### src/design/hdlctx_pkg.sv
// Shared types, constants and helper functions for the HDLC-like frame transmitter.
// The front end, the request queue and the byte sequencer all use this package.
package hdlctx_pkg;

	localparam logic [7:0]  FLAG_BYTE = 8'h7e;
	localparam logic [7:0]  ESC_BYTE  = 8'h7d;
	localparam logic [7:0]  ESC_XOR   = 8'h20;
	localparam logic [7:0]  XON_BYTE  = 8'h11;
	localparam logic [7:0]  DC2_BYTE  = 8'h12;
	localparam logic [7:0]  XOFF_BYTE = 8'h13;
	localparam logic [15:0] FCS_INIT  = 16'hffff;
	localparam logic [15:0] FCS_POLY  = 16'h8408;

	localparam int QUEUE_DEPTH = 2;

	// One classified request passed from the front end to the sequencer.
	typedef struct packed {
		logic        open;     // frame opens with this byte: send the start flag first
		logic        last;     // frame closes after this byte
		logic [7:0]  data;
		logic [15:0] fcs;      // complemented FCS, meaningful only when last is set
	} req_t;

	function automatic logic [15:0] fcs_update(input logic [15:0] fcs, input logic [7:0] b);
		logic [15:0] v;
		v = fcs ^ {8'h00, b};
		for (int k = 0; k < 8; k++) begin
			if (v[0])
				v = (v >> 1) ^ FCS_POLY;
			else
				v = v >> 1;
		end
		return v;
	endfunction

	function automatic logic needs_escape(input logic [7:0] b);
		return (b == ESC_BYTE) || (b == FLAG_BYTE) || (b == XON_BYTE) ||
			(b == DC2_BYTE) || (b == XOFF_BYTE);
	endfunction

endpackage

### src/design/hdlctx_front.sv
// Front end: accepts body bytes, tracks frame state and runs the FCS-16.
// Depends on hdlctx_pkg; feeds classified requests into hdlctx_queue.
module hdlctx_front import hdlctx_pkg::*; (
	input  logic       clk,
	input  logic       arst_n,
	input  logic       in_valid,
	output logic       in_stall,
	input  logic [7:0] data_byte,
	input  logic       last_byte,
	input  logic       q_full,
	output logic       push,
	output req_t       push_req
);

	logic [15:0] fcs_q;
	logic        in_frame_q;
	logic [15:0] fcs_start;
	logic [15:0] fcs_next;

	assign in_stall  = q_full;
	assign push      = in_valid && !q_full;
	assign fcs_start = in_frame_q ? fcs_q : FCS_INIT;
	assign fcs_next  = fcs_update(fcs_start, data_byte);

	always_comb begin
		push_req.open = !in_frame_q;
		push_req.last = last_byte;
		push_req.data = data_byte;
		push_req.fcs  = fcs_next ^ FCS_INIT;
	end

	always_ff @(posedge clk or negedge arst_n) begin
		if (!arst_n) begin
			fcs_q      <= FCS_INIT;
			in_frame_q <= 1'b0;
		end else if (push) begin
			fcs_q      <= last_byte ? FCS_INIT : fcs_next;
			in_frame_q <= !last_byte;
		end
	end

endmodule

### src/design/hdlctx_queue.sv
// Short request queue between the front end and the byte sequencer.
// Depends on hdlctx_pkg for the request type.
module hdlctx_queue import hdlctx_pkg::*; #(
	parameter int DEPTH = QUEUE_DEPTH
) (
	input  logic clk,
	input  logic arst_n,
	input  logic push,
	input  req_t push_req,
	output logic full,
	input  logic pop,
	output logic head_valid,
	output req_t head_req
);

	localparam int PW = (DEPTH > 1) ? $clog2(DEPTH) : 1;
	localparam int CW = $clog2(DEPTH + 1);
	localparam logic [PW-1:0] LAST_PTR = PW'(DEPTH - 1);
	localparam logic [CW-1:0] FULL_CNT = CW'(DEPTH);

	req_t          entry_q [DEPTH];
	logic [PW-1:0] wr_ptr_q;
	logic [PW-1:0] rd_ptr_q;
	logic [CW-1:0] count_q;

	assign full       = (count_q == FULL_CNT);
	assign head_valid = (count_q != '0);
	assign head_req   = entry_q[rd_ptr_q];

	always_ff @(posedge clk) begin
		if (push)
			entry_q[wr_ptr_q] <= push_req;
	end

	always_ff @(posedge clk or negedge arst_n) begin
		if (!arst_n) begin
			wr_ptr_q <= '0;
			rd_ptr_q <= '0;
			count_q  <= '0;
		end else begin
			if (push)
				wr_ptr_q <= (wr_ptr_q == LAST_PTR) ? '0 : wr_ptr_q + 1'b1;
			if (pop)
				rd_ptr_q <= (rd_ptr_q == LAST_PTR) ? '0 : rd_ptr_q + 1'b1;
			if (push && !pop)
				count_q <= count_q + 1'b1;
			else if (pop && !push)
				count_q <= count_q - 1'b1;
		end
	end

endmodule

### src/design/hdlctx_seq.sv
// Byte sequencer: turns each request into flag, escape, data and FCS line bytes.
// Depends on hdlctx_pkg; drives the registered output channel.
module hdlctx_seq import hdlctx_pkg::*; (
	input  logic       clk,
	input  logic       arst_n,
	input  logic       head_valid,
	input  req_t       head_req,
	output logic       pop,
	output logic       out_valid,
	input  logic       out_stall,
	output logic [7:0] out_byte,
	output logic       run_last,
	output logic       frame_end
);

	typedef enum logic [5:0] {
		PH_IDLE  = 6'b000001,
		PH_OPEN  = 6'b000010,
		PH_DATA  = 6'b000100,
		PH_FCSL  = 6'b001000,
		PH_FCSH  = 6'b010000,
		PH_CLOSE = 6'b100000
	} phase_t;

	phase_t     phase_q;
	phase_t     phase_after;
	logic       esc_q;
	req_t       req_q;
	logic       out_valid_q;
	logic [7:0] out_byte_q;
	logic       run_last_q;
	logic       frame_end_q;

	logic [7:0] raw;
	logic       escable;
	logic       first_esc;
	logic [7:0] emit_byte;
	logic       rec_done;
	logic       emit_ok;
	logic       fire;

	always_comb begin
		raw         = FLAG_BYTE;
		escable     = 1'b0;
		phase_after = PH_IDLE;
		case (phase_q)
			PH_OPEN: begin
				phase_after = PH_DATA;
			end
			PH_DATA: begin
				raw         = req_q.data;
				escable     = 1'b1;
				phase_after = req_q.last ? PH_FCSL : PH_IDLE;
			end
			PH_FCSL: begin
				raw         = req_q.fcs[7:0];
				escable     = 1'b1;
				phase_after = PH_FCSH;
			end
			PH_FCSH: begin
				raw         = req_q.fcs[15:8];
				escable     = 1'b1;
				phase_after = PH_CLOSE;
			end
			default: begin
				phase_after = PH_IDLE;
			end
		endcase
	end

	// A byte that needs escaping is sent as two line bytes: the escape byte, then the byte XOR 0x20.
	assign first_esc = escable && needs_escape(raw) && !esc_q;
	assign emit_byte = first_esc ? ESC_BYTE : (esc_q ? (raw ^ ESC_XOR) : raw);
	assign rec_done  = !first_esc && (phase_after == PH_IDLE);
	assign emit_ok   = !out_valid_q || !out_stall;
	assign fire      = emit_ok && (phase_q != PH_IDLE);
	assign pop       = head_valid && ((phase_q == PH_IDLE) || (fire && rec_done));

	always_ff @(posedge clk) begin
		if (pop)
			req_q <= head_req;
		if (fire) begin
			out_byte_q  <= emit_byte;
			run_last_q  <= rec_done;
			frame_end_q <= (phase_q == PH_CLOSE);
		end
	end

	always_ff @(posedge clk or negedge arst_n) begin
		if (!arst_n) begin
			phase_q     <= PH_IDLE;
			esc_q       <= 1'b0;
			out_valid_q <= 1'b0;
		end else begin
			if (pop) begin
				phase_q <= head_req.open ? PH_OPEN : PH_DATA;
				esc_q   <= 1'b0;
			end else if (fire) begin
				esc_q <= first_esc;
				if (!first_esc)
					phase_q <= phase_after;
			end
			if (fire)
				out_valid_q <= 1'b1;
			else if (!out_stall)
				out_valid_q <= 1'b0;
		end
	end

	assign out_valid = out_valid_q;
	assign out_byte  = out_byte_q;
	assign run_last  = run_last_q;
	assign frame_end = frame_end_q;

endmodule

### src/design/hdlc_like_frame_transmitter.sv
// Channel  | Handshake          | Payload
// input    | in_valid/in_stall  | data_byte[7:0], last_byte
// output   | out_valid/out_stall| out_byte[7:0], run_last, frame_end
//
// Each request yields one to eight line bytes, one byte per clock from the sequencer while the output is not stalled.
// The front end takes a new request every cycle while the queue has room.
// Reset clears the frame state, FCS, queue and output valid flag; no frame is open after it.
// A stalled output holds its byte; the queue then fills and in_stall rises.
// Top level of the HDLC-like frame transmitter; depends on hdlctx_pkg and its submodules.
module hdlc_like_frame_transmitter import hdlctx_pkg::*; #(
	parameter int QDEPTH = QUEUE_DEPTH
) (
	input  logic       clk,
	input  logic       arst_n,
	input  logic       in_valid,
	output logic       in_stall,
	input  logic [7:0] data_byte,
	input  logic       last_byte,
	output logic       out_valid,
	input  logic       out_stall,
	output logic [7:0] out_byte,
	output logic       run_last,
	output logic       frame_end
);

	logic push;
	req_t push_req;
	logic q_full;
	logic pop;
	logic head_valid;
	req_t head_req;

	hdlctx_front u_front (
		.clk       (clk),
		.arst_n    (arst_n),
		.in_valid  (in_valid),
		.in_stall  (in_stall),
		.data_byte (data_byte),
		.last_byte (last_byte),
		.q_full    (q_full),
		.push      (push),
		.push_req  (push_req)
	);

	hdlctx_queue #(.DEPTH(QDEPTH)) u_queue (
		.clk        (clk),
		.arst_n     (arst_n),
		.push       (push),
		.push_req   (push_req),
		.full       (q_full),
		.pop        (pop),
		.head_valid (head_valid),
		.head_req   (head_req)
	);

	hdlctx_seq u_seq (
		.clk        (clk),
		.arst_n     (arst_n),
		.head_valid (head_valid),
		.head_req   (head_req),
		.pop        (pop),
		.out_valid  (out_valid),
		.out_stall  (out_stall),
		.out_byte   (out_byte),
		.run_last   (run_last),
		.frame_end  (frame_end)
	);

endmodule
### config.mk
export PLATFORM = sky130hd
export DESIGN_NAME = hdlc_like_frame_transmitter
export DESIGN_NICKNAME = d
export VERILOG_FILES = /design/src/design/hdlctx_pkg.sv /design/src/design/hdlctx_front.sv /design/src/design/hdlctx_queue.sv /design/src/design/hdlctx_seq.sv /design/src/design/hdlc_like_frame_transmitter.sv
export SDC_FILE = /design/constraint.sdc
export NUM_CORES = 1
export LEC_CHECK = 0
export CAP_MARGIN = 20
export CORE_UTILIZATION = 60
export CTS_CLUSTER_SIZE = 24
export DETAILED_ROUTE_END_ITERATION = 7
export DONT_BUFFER_PORTS = 1
export PLACE_DENSITY = 0.85
export SYNTH_ARGS = -nofsm -noshare
export SYNTH_HDL_FRONTEND = slang
export SYNTH_HIERARCHICAL = 1
export SYNTH_SLANG_ARGS = --single-unit
### constraint.sdc
create_clock -name clk -period 6.8 [get_ports clk]
set_input_delay 0 -clock clk [delete_from_list [all_inputs] [get_ports clk]]
set_output_delay 0 -clock clk [all_outputs]
set_load 0.02 [all_outputs]
# Yosys cells after proc, flatten, opt, wreduce, memory -nomap -nowiden
# Memory sizes are Yosys's and may differ from the RTL's.
# Cells that the tools add are included.
totals:
  reg_bits: 64
  ramBits: 52
  inputBits: 13
  output_inout_bits: 12
  mem_count: 1
op_classes:
  n_addsub: 4
  n_eq_ne: 16
  muxes: 29
  n_bitwise: 11
  n_reduce_logical: 29
memory_table:
  columns: ["name", "words", "word_bits", "rd", "rd_clocked_by_memory_dff", "wr", "line", "text"]
  rows:
  - ["u_queue.entry_q", 2, 26, 1, 0, 1, "hdlctx_queue.sv:21", "req_t entry_q [DEPTH];"]
op_table:
  columns: ["op", "n"]
  rows:
  - ["$mux W16", 10]
  - ["$eq A8 B5 Y1 const B", 3]
  - ["$mux W6", 4]
  - ["$not A2 Y3", 8]
  - ["$pmux W6 S4", 1]
  - ["$pmux W8 S3", 1]
  - ["$eq A8 B7 Y1 const B", 2]
  - ["$not A16 Y16", 1]
  - ["$xor A16 B8 Y16", 1]
  - ["$eq A6 B1 Y1 const B", 2]
  - ["$logic_and A1 B1 Y1", 9]
  - ["$logic_not A1 Y1", 9]
  - ["$mux W1", 9]
  - ["$eq A6 B2 Y1 const B", 1]
  - ["$eq A6 B3 Y1 const B", 1]
  - ["$eq A6 B4 Y1 const B", 1]
  - ["$eq A6 B5 Y1 const B", 1]
  - ["$eq A6 B6 Y1 const B", 1]
  - ["$logic_or A1 B1 Y1", 6]
  - ["$ne A6 B1 Y1 const B", 1]
  - ["$reduce_bool A2 Y1", 3]
  - ["$mux W2", 2]
  - ["$mux W4", 1]
  - ["$mux W3", 1]
  - ["9 further kinds", 10]

# Depth between registers and ports, before layout
logic_depth:
  ltp_word: 19
  mapped_depth: 14
  depth_no_buf: 12

# Hierarchy
# The synthesis kept the hierarchy.
modules_own_cells:
  columns: ["module", "instances", "cells_each", "area_per_inst_um2", "seq_area_each_um2"]
  rows:
  - ["hdlctx_queue", 1, 97, 2165.8, 1661.6]
  - ["hdlctx_seq", 1, 152, 2023.2, 1252.5]
  - ["hdlctx_front", 1, 124, 1246.2, 445.4]

# Worst setup path before layout
# No wires, ideal clock.
synth_path:
  path_type: "register to register"
  startpoint: "register u_seq.phase_q[1]"
  endpoint: "register u_queue.count_q[1]"
  arrival_ns: 3.218
  t_required_ns: 6.721
  setup_slack_ns: 3.503
  stages_incl_launch_ff: 15
  path_cell_list: "dfrtp_1 -> buf_6 -> or3_1 -> buf_6 -> nor3_4 -> a22o_2 -> a22o_1 -> a2111oi_4 -> o31ai_1 -> and2_1 -> inv_1 -> ha_1 -> xor2_1 -> nor2_1 -> xor2_1"
synth_between:
  elab_chain_cells: 17
  elab_cells_between_ends: 33
  cone_classes: "12 x eq/ne; 4 x mux; 17 x reduce/logical"
synth_lines:
  columns: ["element", "line", "text"]
  rows:
  - ["from (decl)", "hdlctx_seq.sv:25", "phase_t phase_q;"]
  - ["from (signal assigned)", "hdlctx_seq.sv:96", "phase_q <= head_req.open ? PH_OPEN : PH_DATA;"]
  - ["from (signal assigned)", "hdlctx_seq.sv:101", "phase_q <= phase_after;"]
  - ["$eq A6 B5 Y1, or another cell as far along", "hdlctx_seq.sv:46", "case (phase_q)"]
  - ["$pmux W8 S3", "hdlctx_seq.sv:46", null]
  - ["$eq A8 B7 Y1", "hdlctx_pkg.sv:37", "return (b == ESC_BYTE) || (b == FLAG_BYTE) || (b == XON_BYTE) ||"]
  - ["$logic_or A1 B1 Y1 (3 in series)", "hdlctx_pkg.sv:37", null]
  - ["$logic_or A1 B1 Y1", "hdlctx_pkg.sv:38", "(b == DC2_BYTE) || (b == XOFF_BYTE);"]
  - ["$logic_and A1 B1 Y1 (2 in series)", "hdlctx_seq.sv:72", "assign first_esc = escable && needs_escape(raw) && !esc_q;"]
  - ["$logic_not A1 Y1", "hdlctx_seq.sv:74", "assign rec_done = !first_esc && (phase_after == PH_IDLE);"]
  - ["$logic_and A1 B1 Y1", "hdlctx_seq.sv:74", null]
  - ["$logic_and A1 B1 Y1", "hdlctx_seq.sv:77", "assign pop = head_valid && ((phase_q == PH_IDLE) || (fire && rec_done));"]
  - ["$logic_or A1 B1 Y1 (*)", "hdlctx_seq.sv:77", null]
  - ["$logic_and A1 B1 Y1 (*)", "hdlctx_seq.sv:77", null]
  - ["net pop", "hdlc_like_frame_transmitter.sv:29", "logic pop;"]
  - ["$logic_not A1 Y1", "hdlctx_queue.sv:45", "if (push && !pop)"]
  - ["$logic_and A1 B1 Y1", "hdlctx_queue.sv:45", null]
  - ["$mux W2 or $reduce_bool A2 Y1 (tied branches)", null, null]
  - ["to (signal assigned)", "hdlctx_queue.sv:46", "count_q <= count_q + 1'b1;"]
  - ["to (signal assigned)", "hdlctx_queue.sv:48", "count_q <= count_q - 1'b1;"]
  - ["to (decl)", "hdlctx_queue.sv:24", "logic [CW-1:0] count_q;"]
# The timed path passes the listed nets; every way through them passes the cells marked *.
# A chain may end at the register's enable or synchronous reset.

# Final worst setup path
layout_path:
  startpoint: "register u_seq.phase_q[4]"
  endpoint: "register u_queue.count_q[1]"
# Same word-level chain as after synthesis.

==> reports/results.ini <==
[sta]
slew-limit-headroom = 0.459
slew_violations = 0
timing.setup.tns_ns = 0
setup_slack_ns = 3.06
setup_violations = 0
finClkSkew_ns = 0.0124
final_hold_viol_count = 0
rsz0062_at_grt = false
tightest_slew_ns = 0.809
max_freq_ghz = 0.267
period_needed_ns = 3.74
fin_crit_sh = 0.550

[cts]
root_buffer = clkbuf_8
clk_pin_slew_worst_paths_ns = 0.06
insertion_delay_ns = 0.53
clk_path_buf_depth = 2
htreeDepth = 4
cts_setup_buffers = 0
cts_tree = built
clock_sinks = 116
numCtsBuffers = 17

[floorplanning]
num_io_pins = 25
row_count = 34
die_h_um = 97.2
initial_utilization = 0.620
die-width_um = 97.2
core_mm2 = 0.00876
die_area_mm2 = 0.00944

[global_routing]
antenna_found_initial = 0
grt_pass1_wl_mm = 15.3
grt_pass1_vias = 3047
grt_max_degree = 28
grtUsageTotal = 0.216
overflow = 0

[power]
peakVddDrop_mv = 0.325
cellPowerDensity_mw_per_mm2 = 535
leakagePower_nw = 2.37

[synthesis]
synth_xor_area_frac = 0.0854
syn-num-nets = 387
avgSynthCellArea_um2 = 14.6
netlist_instances = 373
synthTopCellsByArea = edfxtp_1 48%, dfstp_2 8.2%, dfrtp_1 5.5%, mux2_4 5.2%, xnor2_1 2.9%
synth_fa_ha_area_frac = 0.00230
netlist.area_leader.share = 0.481
ys.flop_type = edfxtp_1
synthMuxAreaShare = 0.0727
synth_top_area_cell = edfxtp_1
ys_types = 65
async_reset_ff_frac = 0.250
yosys.area_share.simple = 0.102
seq_area_frac_synth = 0.618
syn_area_mm2 = 0.00544
yosys_warnings = 6
synth_top_family_by_area = simple AND/OR/NAND/NOR gates
synth_compound_area_frac = 0.0688
yosys_register_bits = 116
synth_edf_count = 87

[final_layout]
fin_nets = 398
syn2layout_area_growth_pct = 13.4
diodes = 0
drive_gt1_frac = 0.247

[routing]
drc = 0
wirelength_mm = 9.48
drtIter0Drc = 230
viasPerCell = 5.80
vias = 2931
drtPass1Iterations = 4
wl_per_cell_um = 18.8
ant_nets = 0

[worst_setup_path]
critPathKind = flop to flop
crit_fanout = 20
cp-end-kind = flop
ff2ff_setup_slack_ns = 3.06
crit_arrival_ns = 4.19
cp-start-kind = flop
crit_required_ns = 7.25

[worst_hold_path]
hold_class = primary input to asynchronous set/reset pin

[place]
portBuffers = 0
routabilityCongestion = 0.836
place_ws_ns = 2.78
place.detailed.hpwl_mm = 6.05

[job]
drv_cap = 0

[outcome]
status = complete, no violations

## cells in the mapped netlist (all sizes together) (2+ instances only)
cell and count:
mux2i 2, o22ai 3, clkbuf 4, a22o 3, nand2 11, and3 5, and2 4, nor2b 6
xnor2 18, a221oi 5, a221o 2, a21oi 17, nor4b 4, buf 22, nor3b 3, a31oi 2
nor3 5, or3 5, nand2b 9, nor2 32, or2 5, inv 14, xor2 16, xnor3 7
o21ai 5, mux2 27, edfxtp 87, dfstp 17, o41ai 2, dfrtp 12
## worst max-delay path: stages, from the launching register on
cell and delay, ns:
dfrtp_1 0.75, nor3b_2 0.22, a221oi_1 0.43, nand4_1 0.15, a22o_1 0.29, a2111oi_4 0.66
o31ai_1 0.17, and2_1 0.30, inv_1 0.10, ha_1 0.25, nor2_1 0.15, xor2_1 0.17
## stage by stage
| step | power, mW | cell area, um^2 | hold WS [ns] | util | instances |
|---|---|---|---|---|---|
| 5_1_grt | 3.46 | 6160 | 0.104 | 0.703 | 505 |
| 6_report | 3.30 | 6160 | 0.0818 | 0.703 | 505 |
| 4_1_cts | 3.29 | 6120 | 0.0490 | 0.698 | 503 |
| 3_3_place_gp | 2.31 | 5370 | -0.295 | 0.613 | 457 |
| 2_1_floorplan | 2.21 | 5440 | -0.296 | - | 373 |
| 3_5_place_dp | 2.38 | 5370 | -0.295 | 0.613 | 457 |
## cell families after synthesis
| family | after synthesis |
|---|---|
| flops | 116 |
| buf+inv | 40 |
| fa+ha+maj | 1 |
| xor+xnor | 41 |
| mux | 29 |
| compound gates | 50 |
| simple gates | 96 |
## report_power, final
part,internal (mW),leakage [nW],total (mW),switching (mW)
combinational,0.478,0.934,1.01,0.535
clock,0.553,0.298,0.876,0.323
sequential,1.19,1.14,1.41,0.217
## area by class of cell
class	count	area (um^2)
Sequential cell	116	3360
Timing Repair Buffer	18	208
Inverter	14	57.6
Clock buffer	20	489
Multi-Input combinational cell	217	1800
Clock inverter	12	111
Fill cell	547	2600
Tap cell	108	135
## worst paths after layout
| check | startpoint | depth (start not counted) | endpoint |
|---|---|---|---|
| max | u_seq/phase_q[4] | 11 | u_queue/count_q[1] |
| min | arst_n | 2 | u_seq/phase_q[0] |
| max reg2reg | u_seq/phase_q[4] | 11 | u_queue/count_q[1] |
| min reg2reg | u_queue/wr_ptr_q | 1 | u_queue/wr_ptr_q |
| max in group asynchronous | arst_n | 3 | u_seq/phase_q[5] |
| min in group clk | data_byte[6] | 1 | u_queue/entry_q[1][22] |
## sequential cells by signal, summed over array words and instances, names as in the netlist
name	count
u_seq/req_q	25
u_front/in_frame_q	1
u_seq/phase_q	6
u_queue/entry_q	52
u_seq/frame_end	1
u_seq/out_byte	8
u_queue/wr_ptr_q	1
u_front/fcs_q	16
u_seq/esc_q	1
u_queue/count_q	2
u_seq/out_valid	1
u_queue/rd_ptr_q	1
u_seq/run_last	1
## per-layer routing
| metal | track usage | routed length, um | vias to the layer above |
|---|---|---|---|
| met1 | 0.262 | 4110 | 1458 |
| met2 | 0.354 | 4740 | 70 |
| met4 | 0.117 | 260 | 0 |
| met5 | 0 | 0 | - |
| met3 | 0.0576 | 376 | 26 |
| li1 | - | - | 1377 |
## cells in the final DEF (no fill, tap or decap), types with 2 or more instances in the layout
cell	instances
nor2b_1	5
or2_2	4
clkinv_4	3
o22ai_1	3
clkbuf_16	19
clkinv_2	3
and3_1	5
a22o_1	2
buf_4	2
nor3_1	3
a31oi_1	2
nand2b_1	8
a221oi_1	4
nor3b_1	2
a21oi_1	17
or3_1	5
nor4b_1	4
mux2_4	19
a221o_1	2
o41ai_1	2
and2_1	4
dlygate4sd3_1	13
mux2i_1	2
edfxtp_1	87
inv_6	4
nand2_1	11
o21ai_0	5
dfstp_2	17
mux2_2	7
xor2_1	15
nor2_1	31
inv_1	13
xnor2_1	18
xnor3_1	6
dfrtp_1	12
## repair_timing
action                    CTS  global route
resized for setup           0             0
hold buffers               14             0
hold endpoints to repair  100             0
Power figures use the tool's default switching activity.
